==> config.mk <==
export PLATFORM = sky130hd
export DESIGN_NAME = color_space_converter
export DESIGN_NICKNAME = d
export VERILOG_FILES = /design/src/sv/csc_pkg.sv /design/src/sv/color_space_converter.sv
export VERILOG_INCLUDE_DIRS = /design/src /design/src/sv
export SDC_FILE = /design/constraint.sdc
export NUM_CORES = 2
export LEC_CHECK = 0
export BUFFER_PORTS_ARGS = -buffer_cell sky130_fd_sc_hd__buf_2
export CAP_MARGIN = 20
export CORE_UTILIZATION = 33
export CTS_CLUSTER_DIAMETER = 60
export DETAILED_ROUTE_END_ITERATION = 8
export GPL_TIMING_DRIVEN = 1
export PLACE_DENSITY = 0.56
export SKIP_CTS_REPAIR_TIMING = 1
export SLEW_MARGIN = 20
export SYNTH_ARGS = -nofsm -noshare
export SYNTH_HDL_FRONTEND = slang
export SYNTH_SLANG_ARGS = --single-unit
==> constraint.sdc <==
create_clock -name i_clk -period 8.2 [get_ports i_clk]
set_input_delay 1.23 -clock i_clk [delete_from_list [all_inputs] [get_ports i_clk]]
set_output_delay 1.23 -clock i_clk [all_outputs]
set_load 0.05 [all_outputs]
==> src/sv/assert_macros.svh <==
// assertion macros for the converter rtl
`ifndef ASSERT_MACROS_SVH
`define ASSERT_MACROS_SVH

// property must hold at every clock edge outside reset
`define CSC_ASSERT(lbl, clk, rst_n, prop, msg) \
    lbl: assert property (@(posedge clk) disable iff (!rst_n) (prop)) else $error(msg);

// condition must never be seen outside reset
`define CSC_ASSERT_NEVER(lbl, clk, rst_n, cond, msg) \
    `CSC_ASSERT(lbl, clk, rst_n, !(cond), msg)

`endif

==> src/sv/csc_pkg.sv <==
// package for the color space converter: payload types, codes and helpers
`default_nettype none

package csc_pkg;

    // color space codes
    typedef enum logic [1:0] {
        SP_GRAY = 2'd0,
        SP_RGB  = 2'd1,
        SP_CMYK = 2'd2,
        SP_BAD  = 2'd3
    } t_space;

    // luma weights, scaled by 1000
    localparam logic [9:0]  GRAY_W_R   = 10'd299;
    localparam logic [9:0]  GRAY_W_G   = 10'd587;
    localparam logic [9:0]  GRAY_W_B   = 10'd114;
    localparam logic [9:0]  GRAY_DIV   = 10'd1000;
    // floor(2^20 / 1000): estimate is exact or one low
    localparam logic [10:0] GRAY_RECIP = 11'd1048;
    localparam int          GRAY_SHIFT = 20;

    typedef struct packed {
        logic [1:0] src_space;
        logic [1:0] dst_space;
        logic [7:0] in_alpha;
        logic [7:0] in_red;
        logic [7:0] in_green;
        logic [7:0] in_blue;
        logic [7:0] in_cyan;
        logic [7:0] in_magenta;
        logic [7:0] in_yellow;
        logic [7:0] in_black;
    } t_csc_in;

    typedef struct packed {
        logic [1:0]  out_space;
        logic [7:0]  out_red;
        logic [7:0]  out_green;
        logic [7:0]  out_blue;
        logic [7:0]  out_cyan;
        logic [7:0]  out_magenta;
        logic [7:0]  out_yellow;
        logic [7:0]  out_black;
        logic [31:0] argb_word;
        logic        bad_space;
    } t_csc_out;

    // floor(p / 255), exact for p up to 255 * 255
    function automatic logic [7:0] div255(input logic [15:0] p);
        logic [16:0] w;
        w = 17'(p) + 17'(p[15:8]) + 17'd1;
        return w[15:8];
    endfunction

    // two restoring division steps, returns {quotient bits, remainder}
    function automatic logic [9:0] div2(input logic [7:0] rem, input logic [1:0] bits,
                                        input logic [7:0] den);
        logic [8:0] w;
        logic [7:0] r;
        logic [1:0] q;
        r = rem;
        q = 2'b00;
        for (int i = 1; i >= 0; i--) begin
            w = {r, bits[i]};
            if (w >= {1'b0, den}) begin
                q[i] = 1'b1;
                w    = w - {1'b0, den};
            end
            r = w[7:0];
        end
        return {q, r};
    endfunction

endpackage

`default_nettype wire

==> src/sv/color_space_converter.sv <==
// color space converter top level: nine-stage pixel pipeline
//
//  channel  | direction | signals                  | transfer
//  ---------+-----------+--------------------------+---------------------------
//  command  | in        | start, busy, i_item      | edge with start=1, busy=0
//  result   | out       | o_done, o_result         | edge ending an o_done cycle
//
//  nine register stages, r_s1 to r_s8 and then the output register; the depth is
//  set by the four two-bit stages of the rgb to cmyk divider and the
//  weighted-sum/reciprocal stages of the gray path
//  one pixel per clock is sustained: every stage takes a new pixel each clock
//  busy is always low: nothing in the pipe ever has to wait
//  synchronous active-low reset clears the valid bits only; data regs hold junk
//  the receiver cannot stall, so each result shows for exactly one cycle
`default_nettype none

`include "assert_macros.svh"

module color_space_converter (
    input  wire                 i_clk,
    input  wire                 i_rst_n,
    input  wire                 start,
    output logic                busy,
    input  csc_pkg::t_csc_in    i_item,
    output logic                o_done,
    output csc_pkg::t_csc_out   o_result
);
    import csc_pkg::*;

    localparam int NSTG = 8;

    // one record carried down the pipe; each stage fills in its own fields
    typedef struct packed {
        logic [1:0]       src;
        logic [1:0]       dst;
        logic [7:0]       alpha;
        // source channels (all raw channels when the source code is illegal)
        logic [7:0]       s_r, s_g, s_b, s_c, s_m, s_y, s_k;
        // products feeding a divide by 255
        logic [2:0][15:0] prod;
        // source color as rgb
        logic [7:0]       t_r, t_g, t_b;
        // gray path
        logic [17:0]      wsum;
        logic [7:0]       gray;
        // rgb to cmyk path
        logic [7:0]       mx;
        logic             blk;
        logic [2:0][15:0] num;
        logic [2:0][7:0]  rem;
        logic [2:0][7:0]  quo;
        // result color
        logic [1:0]       space;
        logic [7:0]       d_r, d_g, d_b, d_c, d_m, d_y, d_k;
    } t_pipe;

    t_pipe r_s1, r_s2, r_s3, r_s4, r_s5, r_s6, r_s7, r_s8;
    t_pipe n_s1, n_s2, n_s3, n_s4, n_s5, n_s6, n_s7, n_s8;
    logic [NSTG-1:0] r_vld, n_vld;
    t_csc_out r_out, n_out;
    logic     r_done;

    logic accept;

    assign busy   = 1'b0;
    assign accept = start && !busy;

    // stage 1: decode spaces, pick source channels, cmyk to rgb products
    always_comb begin
        n_s1       = r_s1;
        n_s1.src   = i_item.src_space;
        n_s1.dst   = i_item.dst_space;
        n_s1.alpha = i_item.in_alpha;
        n_s1.s_r   = 8'd0;
        n_s1.s_g   = 8'd0;
        n_s1.s_b   = 8'd0;
        n_s1.s_c   = 8'd0;
        n_s1.s_m   = 8'd0;
        n_s1.s_y   = 8'd0;
        n_s1.s_k   = 8'd0;
        case (i_item.src_space)
            SP_GRAY: begin
                n_s1.s_g = i_item.in_green;
            end
            SP_RGB: begin
                n_s1.s_r = i_item.in_red;
                n_s1.s_g = i_item.in_green;
                n_s1.s_b = i_item.in_blue;
            end
            SP_CMYK: begin
                n_s1.s_c = i_item.in_cyan;
                n_s1.s_m = i_item.in_magenta;
                n_s1.s_y = i_item.in_yellow;
                n_s1.s_k = i_item.in_black;
            end
            default: begin
                // illegal source: every raw channel passes through
                n_s1.s_r = i_item.in_red;
                n_s1.s_g = i_item.in_green;
                n_s1.s_b = i_item.in_blue;
                n_s1.s_c = i_item.in_cyan;
                n_s1.s_m = i_item.in_magenta;
                n_s1.s_y = i_item.in_yellow;
                n_s1.s_k = i_item.in_black;
            end
        endcase
        // (255-k)(255-x) per channel
        n_s1.prod[0] = 16'(8'hff - i_item.in_black) * 16'(8'hff - i_item.in_cyan);
        n_s1.prod[1] = 16'(8'hff - i_item.in_black) * 16'(8'hff - i_item.in_magenta);
        n_s1.prod[2] = 16'(8'hff - i_item.in_black) * 16'(8'hff - i_item.in_yellow);
    end

    // stage 2: source color as rgb
    always_comb begin
        n_s2 = r_s1;
        case (r_s1.src)
            SP_CMYK: begin
                n_s2.t_r = div255(r_s1.prod[0]);
                n_s2.t_g = div255(r_s1.prod[1]);
                n_s2.t_b = div255(r_s1.prod[2]);
            end
            SP_GRAY: begin
                n_s2.t_r = r_s1.s_g;
                n_s2.t_g = r_s1.s_g;
                n_s2.t_b = r_s1.s_g;
            end
            default: begin
                n_s2.t_r = r_s1.s_r;
                n_s2.t_g = r_s1.s_g;
                n_s2.t_b = r_s1.s_b;
            end
        endcase
    end

    // stage 3: luma weighted sum, max channel and divider numerators
    always_comb begin
        logic [7:0] mx;
        logic [7:0] diff [3];
        n_s3      = r_s2;
        n_s3.wsum = 18'(r_s2.t_r) * 18'(GRAY_W_R)
                  + 18'(r_s2.t_g) * 18'(GRAY_W_G)
                  + 18'(r_s2.t_b) * 18'(GRAY_W_B);
        mx = r_s2.t_r;
        if (r_s2.t_g > mx) begin
            mx = r_s2.t_g;
        end
        if (r_s2.t_b > mx) begin
            mx = r_s2.t_b;
        end
        n_s3.mx  = mx;
        n_s3.blk = (mx == 8'd0);
        diff[0]  = mx - r_s2.t_r;
        diff[1]  = mx - r_s2.t_g;
        diff[2]  = mx - r_s2.t_b;
        for (int i = 0; i < 3; i++) begin
            // diff * 255, which stays below 256 * mx
            n_s3.num[i] = {diff[i], 8'd0} - {8'd0, diff[i]};
            n_s3.rem[i] = n_s3.num[i][15:8];
            n_s3.quo[i] = 8'd0;
        end
    end

    // stage 4: reciprocal estimate of the gray level, divider bits 7..6
    always_comb begin
        logic [28:0] est;
        logic [9:0]  st;
        n_s4      = r_s3;
        est       = 29'(r_s3.wsum) * 29'(GRAY_RECIP);
        n_s4.gray = 8'(est >> GRAY_SHIFT);
        for (int i = 0; i < 3; i++) begin
            st          = div2(r_s3.rem[i], r_s3.num[i][7:6], r_s3.mx);
            n_s4.rem[i] = st[7:0];
            n_s4.quo[i] = {r_s3.quo[i][5:0], st[9:8]};
        end
    end

    // stage 5: gray correction, divider bits 5..4
    always_comb begin
        logic [17:0] left;
        logic [9:0]  st;
        n_s5 = r_s4;
        left = r_s4.wsum - 18'(r_s4.gray) * 18'(GRAY_DIV);
        if (left >= 18'(GRAY_DIV)) begin
            n_s5.gray = r_s4.gray + 8'd1;
        end
        for (int i = 0; i < 3; i++) begin
            st          = div2(r_s4.rem[i], r_s4.num[i][5:4], r_s4.mx);
            n_s5.rem[i] = st[7:0];
            n_s5.quo[i] = {r_s4.quo[i][5:0], st[9:8]};
        end
    end

    // stage 6: divider bits 3..2
    always_comb begin
        logic [9:0] st;
        n_s6 = r_s5;
        for (int i = 0; i < 3; i++) begin
            st          = div2(r_s5.rem[i], r_s5.num[i][3:2], r_s5.mx);
            n_s6.rem[i] = st[7:0];
            n_s6.quo[i] = {r_s5.quo[i][5:0], st[9:8]};
        end
    end

    // stage 7: last divider bits, then the result color (converted, or the source channels kept)
    always_comb begin
        logic [9:0]      st;
        logic [2:0][7:0] q;
        n_s7 = r_s6;
        for (int i = 0; i < 3; i++) begin
            st   = div2(r_s6.rem[i], r_s6.num[i][1:0], r_s6.mx);
            q[i] = {r_s6.quo[i][5:0], st[9:8]};
        end
        n_s7.rem   = r_s6.rem;
        n_s7.quo   = q;
        n_s7.space = r_s6.src;
        n_s7.d_r   = r_s6.s_r;
        n_s7.d_g   = r_s6.s_g;
        n_s7.d_b   = r_s6.s_b;
        n_s7.d_c   = r_s6.s_c;
        n_s7.d_m   = r_s6.s_m;
        n_s7.d_y   = r_s6.s_y;
        n_s7.d_k   = r_s6.s_k;
        if (r_s6.src == SP_BAD) begin
            n_s7.space = SP_GRAY;
        end else if (r_s6.dst != SP_BAD && r_s6.dst != r_s6.src) begin
            n_s7.space = r_s6.dst;
            n_s7.d_r   = 8'd0;
            n_s7.d_g   = 8'd0;
            n_s7.d_b   = 8'd0;
            n_s7.d_c   = 8'd0;
            n_s7.d_m   = 8'd0;
            n_s7.d_y   = 8'd0;
            n_s7.d_k   = 8'd0;
            case (r_s6.dst)
                SP_GRAY: begin
                    n_s7.d_g = r_s6.gray;
                end
                SP_RGB: begin
                    n_s7.d_r = r_s6.t_r;
                    n_s7.d_g = r_s6.t_g;
                    n_s7.d_b = r_s6.t_b;
                end
                default: begin
                    if (r_s6.src == SP_GRAY) begin
                        n_s7.d_k = ~r_s6.s_g;
                    end else if (r_s6.blk) begin
                        // all-black rgb
                        n_s7.d_k = 8'hff;
                    end else begin
                        n_s7.d_c = q[0];
                        n_s7.d_m = q[1];
                        n_s7.d_y = q[2];
                        n_s7.d_k = ~r_s6.mx;
                    end
                end
            endcase
        end
    end

    // stage 8: cmyk to rgb products of the result, for the packed word
    always_comb begin
        n_s8         = r_s7;
        n_s8.prod[0] = 16'(8'hff - r_s7.d_k) * 16'(8'hff - r_s7.d_c);
        n_s8.prod[1] = 16'(8'hff - r_s7.d_k) * 16'(8'hff - r_s7.d_m);
        n_s8.prod[2] = 16'(8'hff - r_s7.d_k) * 16'(8'hff - r_s7.d_y);
    end

    // stage 9: packed argb word and the output register
    always_comb begin
        logic [7:0] pr, pg, pb;
        if (r_s8.src == SP_BAD) begin
            pr = r_s8.d_r;
            pg = r_s8.d_g;
            pb = r_s8.d_b;
        end else begin
            case (r_s8.space)
                SP_GRAY: begin
                    pr = r_s8.d_g;
                    pg = r_s8.d_g;
                    pb = r_s8.d_g;
                end
                SP_RGB: begin
                    pr = r_s8.d_r;
                    pg = r_s8.d_g;
                    pb = r_s8.d_b;
                end
                default: begin
                    pr = div255(r_s8.prod[0]);
                    pg = div255(r_s8.prod[1]);
                    pb = div255(r_s8.prod[2]);
                end
            endcase
        end
        n_out.out_space   = r_s8.space;
        n_out.out_red     = r_s8.d_r;
        n_out.out_green   = r_s8.d_g;
        n_out.out_blue    = r_s8.d_b;
        n_out.out_cyan    = r_s8.d_c;
        n_out.out_magenta = r_s8.d_m;
        n_out.out_yellow  = r_s8.d_y;
        n_out.out_black   = r_s8.d_k;
        n_out.argb_word   = {r_s8.alpha, pb, pg, pr};
        n_out.bad_space   = (r_s8.src == SP_BAD) || (r_s8.dst == SP_BAD);
    end

    // valid bits move with the data, one stage per clock
    assign n_vld = {r_vld[NSTG-2:0], accept};

    always_ff @(posedge i_clk) begin
        if (!i_rst_n) begin
            r_vld  <= '0;
            r_done <= 1'b0;
        end else begin
            r_vld  <= n_vld;
            r_done <= r_vld[NSTG-1];
        end
    end

    // data registers, no reset
    always_ff @(posedge i_clk) begin
        r_s1  <= n_s1;
        r_s2  <= n_s2;
        r_s3  <= n_s3;
        r_s4  <= n_s4;
        r_s5  <= n_s5;
        r_s6  <= n_s6;
        r_s7  <= n_s7;
        r_s8  <= n_s8;
        r_out <= n_out;
    end

    assign o_done   = r_done;
    assign o_result = r_out;

    // a result cycle always traces back to an earlier command transfer
    `CSC_ASSERT(a_done_from_start, i_clk, i_rst_n,
        o_done |-> $past(accept, 9), "result without command")
    `CSC_ASSERT_NEVER(a_no_bad_space, i_clk, i_rst_n,
        o_done && (o_result.out_space == SP_BAD), "illegal result space")
    `CSC_ASSERT(a_gray_word, i_clk, i_rst_n,
        (o_done && !o_result.bad_space && (o_result.out_space == SP_GRAY)) |->
        ((o_result.argb_word[7:0] == o_result.out_green) &&
         (o_result.argb_word[23:16] == o_result.out_green) &&
         (o_result.out_red == 8'd0) && (o_result.out_black == 8'd0)),
        "gray result word mismatch")
    `CSC_ASSERT(a_rgb_word, i_clk, i_rst_n,
        (o_done && (o_result.out_space == SP_RGB)) |->
        ((o_result.argb_word[7:0] == o_result.out_red) &&
         (o_result.argb_word[15:8] == o_result.out_green) &&
         (o_result.argb_word[23:16] == o_result.out_blue)),
        "rgb result word mismatch")

endmodule

`default_nettype wire

==> flow_metrics.py <==
metrics = {
    "sta": {
        "period_needed_ps": 7020,
        "tightest_slew_ps": 840,
        "rsz0062_at_grt": "false",
        "fin_skew_ps": 36.5,
        "fin_crit_sh_pct": 85.6,
        "whs_ps": 308,
        "hold_viol_final": 0,
        "slew_violations": 0,
        "max-slew-margin-rel_pct": 43.2,
        "max_freq_ghz": 0.142,
        "tns_ps": 0,
        "setup_viol": 0,
    },
    "placed_design": {
        "io_buffer_count": 162,
        "dp.cells": 8016,
        "gp_congestion": 0.872,
        "dpl.hpwl_um": 110000,
    },
    "die": {
        "rows": 153,
        "initial_core_util_pct": 33.3,
        "die_h_um": 421,
        "die-area_um2": 178000,
        "core-area_um2": 174000,
        "die_w_um": 421,
        "ioPinCount": 164,
    },
    "synth": {
        "ys_async_sr_fraction_pct": 0,
        "netlist.area_leader.share_pct": 39.6,
        "synth_cells": 5615,
        "avgSynthCellArea_um2": 10.3,
        "synth.yosys.warnings": 0,
        "yosysSeqAreaShare_pct": 39.6,
        "ys_ff_latch": 1149,
        "synth_area_leaders": "dfxtp_1, ha_1, fa_1",
        "synth_edf_count": 0,
        "synth.cell_area_um2": 58000,
        "ys_types": 92,
        "yosys.area.top_type": "dfxtp_1",
        "synth_flop_cell": "dfxtp_1",
        "mappedNetlistNets": 6748,
    },
    "detailed_routing": {
        "drt_iter0_drc": 1797,
        "routed_wl_um": 141000,
        "final_antenna_net_count": 0,
        "drc": 0,
        "routedWlPerCell_um": 17.1,
        "vias_per_cell": 4.60,
        "dr_total_vias": 38000,
        "drt_pass1_iterations": 5,
    },
    "finish": {
        "synthToLayoutAreaGrowth_pct": 14.2,
        "drive_gt1_share_pct": 12.9,
        "instances_no_fill": 8270,
        "postLayoutCoreUtil_pct": 38.0,
        "fin_nets": 6962,
        "fill_cells": 17300,
    },
    "hold_path": {
        "holdCritPathClass": "flip-flop to flip-flop",
        "hp-start": "n_out[56]",
    },
    "grt": {
        "overflow": 0,
        "grt_max_degree": 48,
        "grt_pass1_wl_um": 220000,
        "grt_pass1_vias": 38800,
        "antenna_found_initial": 14,
        "grtUsageTotal_pct": 15.9,
    },
    "clocking": {
        "clkTransAtPathRegs_ps": 60,
        "cts_inserted_buffers": 136,
        "clk_latency_ps": 770,
        "h-tree-depth": 4,
        "clock_sinks": 1149,
        "cts_root_buf": "clkbuf_16",
        "cts_buffer_depth": 3,
        "cts_tree": "built",
    },
    "worst_setup_path": {
        "path_max_fanout": 20,
        "cp_data_arrival_time_ps": 7660,
        "cp-end-kind": "flip-flop",
        "critPathKind": "flip-flop to flip-flop",
        "crit_start": "n_s3[207]",
        "critPathRequiredTime_ps": 8840,
        "r2r-start": "n_s3[207]",
        "cp-start-kind": "flip-flop",
    },
    "outcome": {
        "outcome": "finished clean",
    },
    "flow_run": {
        "maxCapViolations": 0,
    },
}
## logic make-up (layout without fill, tap and decap cells)
logic type,Yosys count,count (layout),synth area share (%)
simple gates,1347,1347,11.5
flops,1149,1149,39.6
fa+ha+maj,1062,1062,27.4
buf+inv,874,1197,5.68
compound gates,759,759,8.63
xor+xnor,253,253,3.85
mux,170,170,3.23
other cells,1,8,0.00646
## path summary, 6_finish.rpt
kind,endpoint,slack [ps],cells past startpoint
max,r_s3[99],1180,23
min,o_result[56],310,0
max reg2reg,r_s3[99],1180,23
min reg2reg,o_result[56],310,0
## worst max-delay path: stages, from the launching register on
cell and delay, ps:
dfxtp_1 560, inv_1 190, ha_1 340, and3_4 180
a221o_1 400, a21oi_4 320, nor3_1 80, a21oi_1 220
ha_1 310, a21o_1 190, a311oi_1 390, a211o_1 570
nor2_1 80, a21oi_1 430, inv_1 240, fa_1 500
nor2b_1 200, or3b_1 380, a211oi_1 250, a21oi_1 120
or2_1 250, or3_1 400, nor3_1 190, o21ai_0 90
## layout make-up
cell class	instances	area (um^2)	area share [%]
Timing Repair Buffer	186	991	1.50
Clock buffer	170	3730	5.64
Inverter	764	2870	4.33
Clock inverter	77	985	1.49
Tap cell	2325	2910	4.39
Multi-Input combinational cell	3592	31700	47.9
Antenna cell	7	17.5	0.0264
Sequential cell	1149	23000	34.7
## layer usage
metal | global-route usage, % | vias up | share of wire, %
met5 | 0 | - | 0
met4 | 5.19 | 0 | 2.9
met3 | 2.81 | 224 | 4.3
met2 | 25.8 | 692 | 46
met1 | 21.4 | 18200 | 47
li1 | - | 18900 | -
## flip-flops by register name, summed over array words and instances, names as in the netlist, 66 cells and up
signal,cells
n_s8,70
n_s2,116
n_out,66
n_s4,143
n_s7,157
n_s5,140
n_s3,92
o_result,91
n_s6,133
## cell usage after synthesis (30+ instances only)
master and number:
dfxtp_1 1149, inv_1 763, ha_1 711, nor2_1 441, fa_1 351, nand2_1 227
o21ai_0 201, a21oi_1 196, or2_2 181, xnor2_1 164, mux2_2 134, nor3_1 93
clkbuf_1 88, xor2_1 87, and2_1 84, nor2b_1 78, a21o_1 59, nand3_1 57
nand4_1 44, nand2b_1 41, mux2i_1 34, a21boi_0 32, a22o_1 32, o21a_1 30
## layout by cell type (no fill, tap or decap), drive strengths merged, types with 21 or more instances in the layout
| cell type | count |
|---|---|
| nor2 | 441 |
| nand2b | 41 |
| mux2 | 136 |
| dfxtp | 1149 |
| o21a | 30 |
| a22o | 32 |
| inv | 785 |
| or2 | 182 |
| a21o | 61 |
| ha | 711 |
| nand3 | 57 |
| fa | 351 |
| buf | 186 |
| mux2i | 34 |
| nand2 | 228 |
| and2 | 84 |
| xor2 | 87 |
| a21boi | 47 |
| or3 | 21 |
| clkinv | 34 |
| nor3 | 94 |
| a21oi | 198 |
| nand4 | 44 |
| nor2b | 78 |
| xnor2 | 165 |
| o21ai | 227 |
| clkbuf | 170 |
## metrics by stage
step / area, um^2 / setup slack [ps]
2_1_floorplan: 58000 / 2260
3_3_place_gp: 61500 / 1490
3_5_place_dp: 61500 / 1360
4_1_cts: 66200 / 1290
5_1_grt: 66200 / 774
6_report: 66300 / 1180
Power is not shown: default switching activity piles up to over one toggle a cycle in this logic, so the estimate is an artifact.
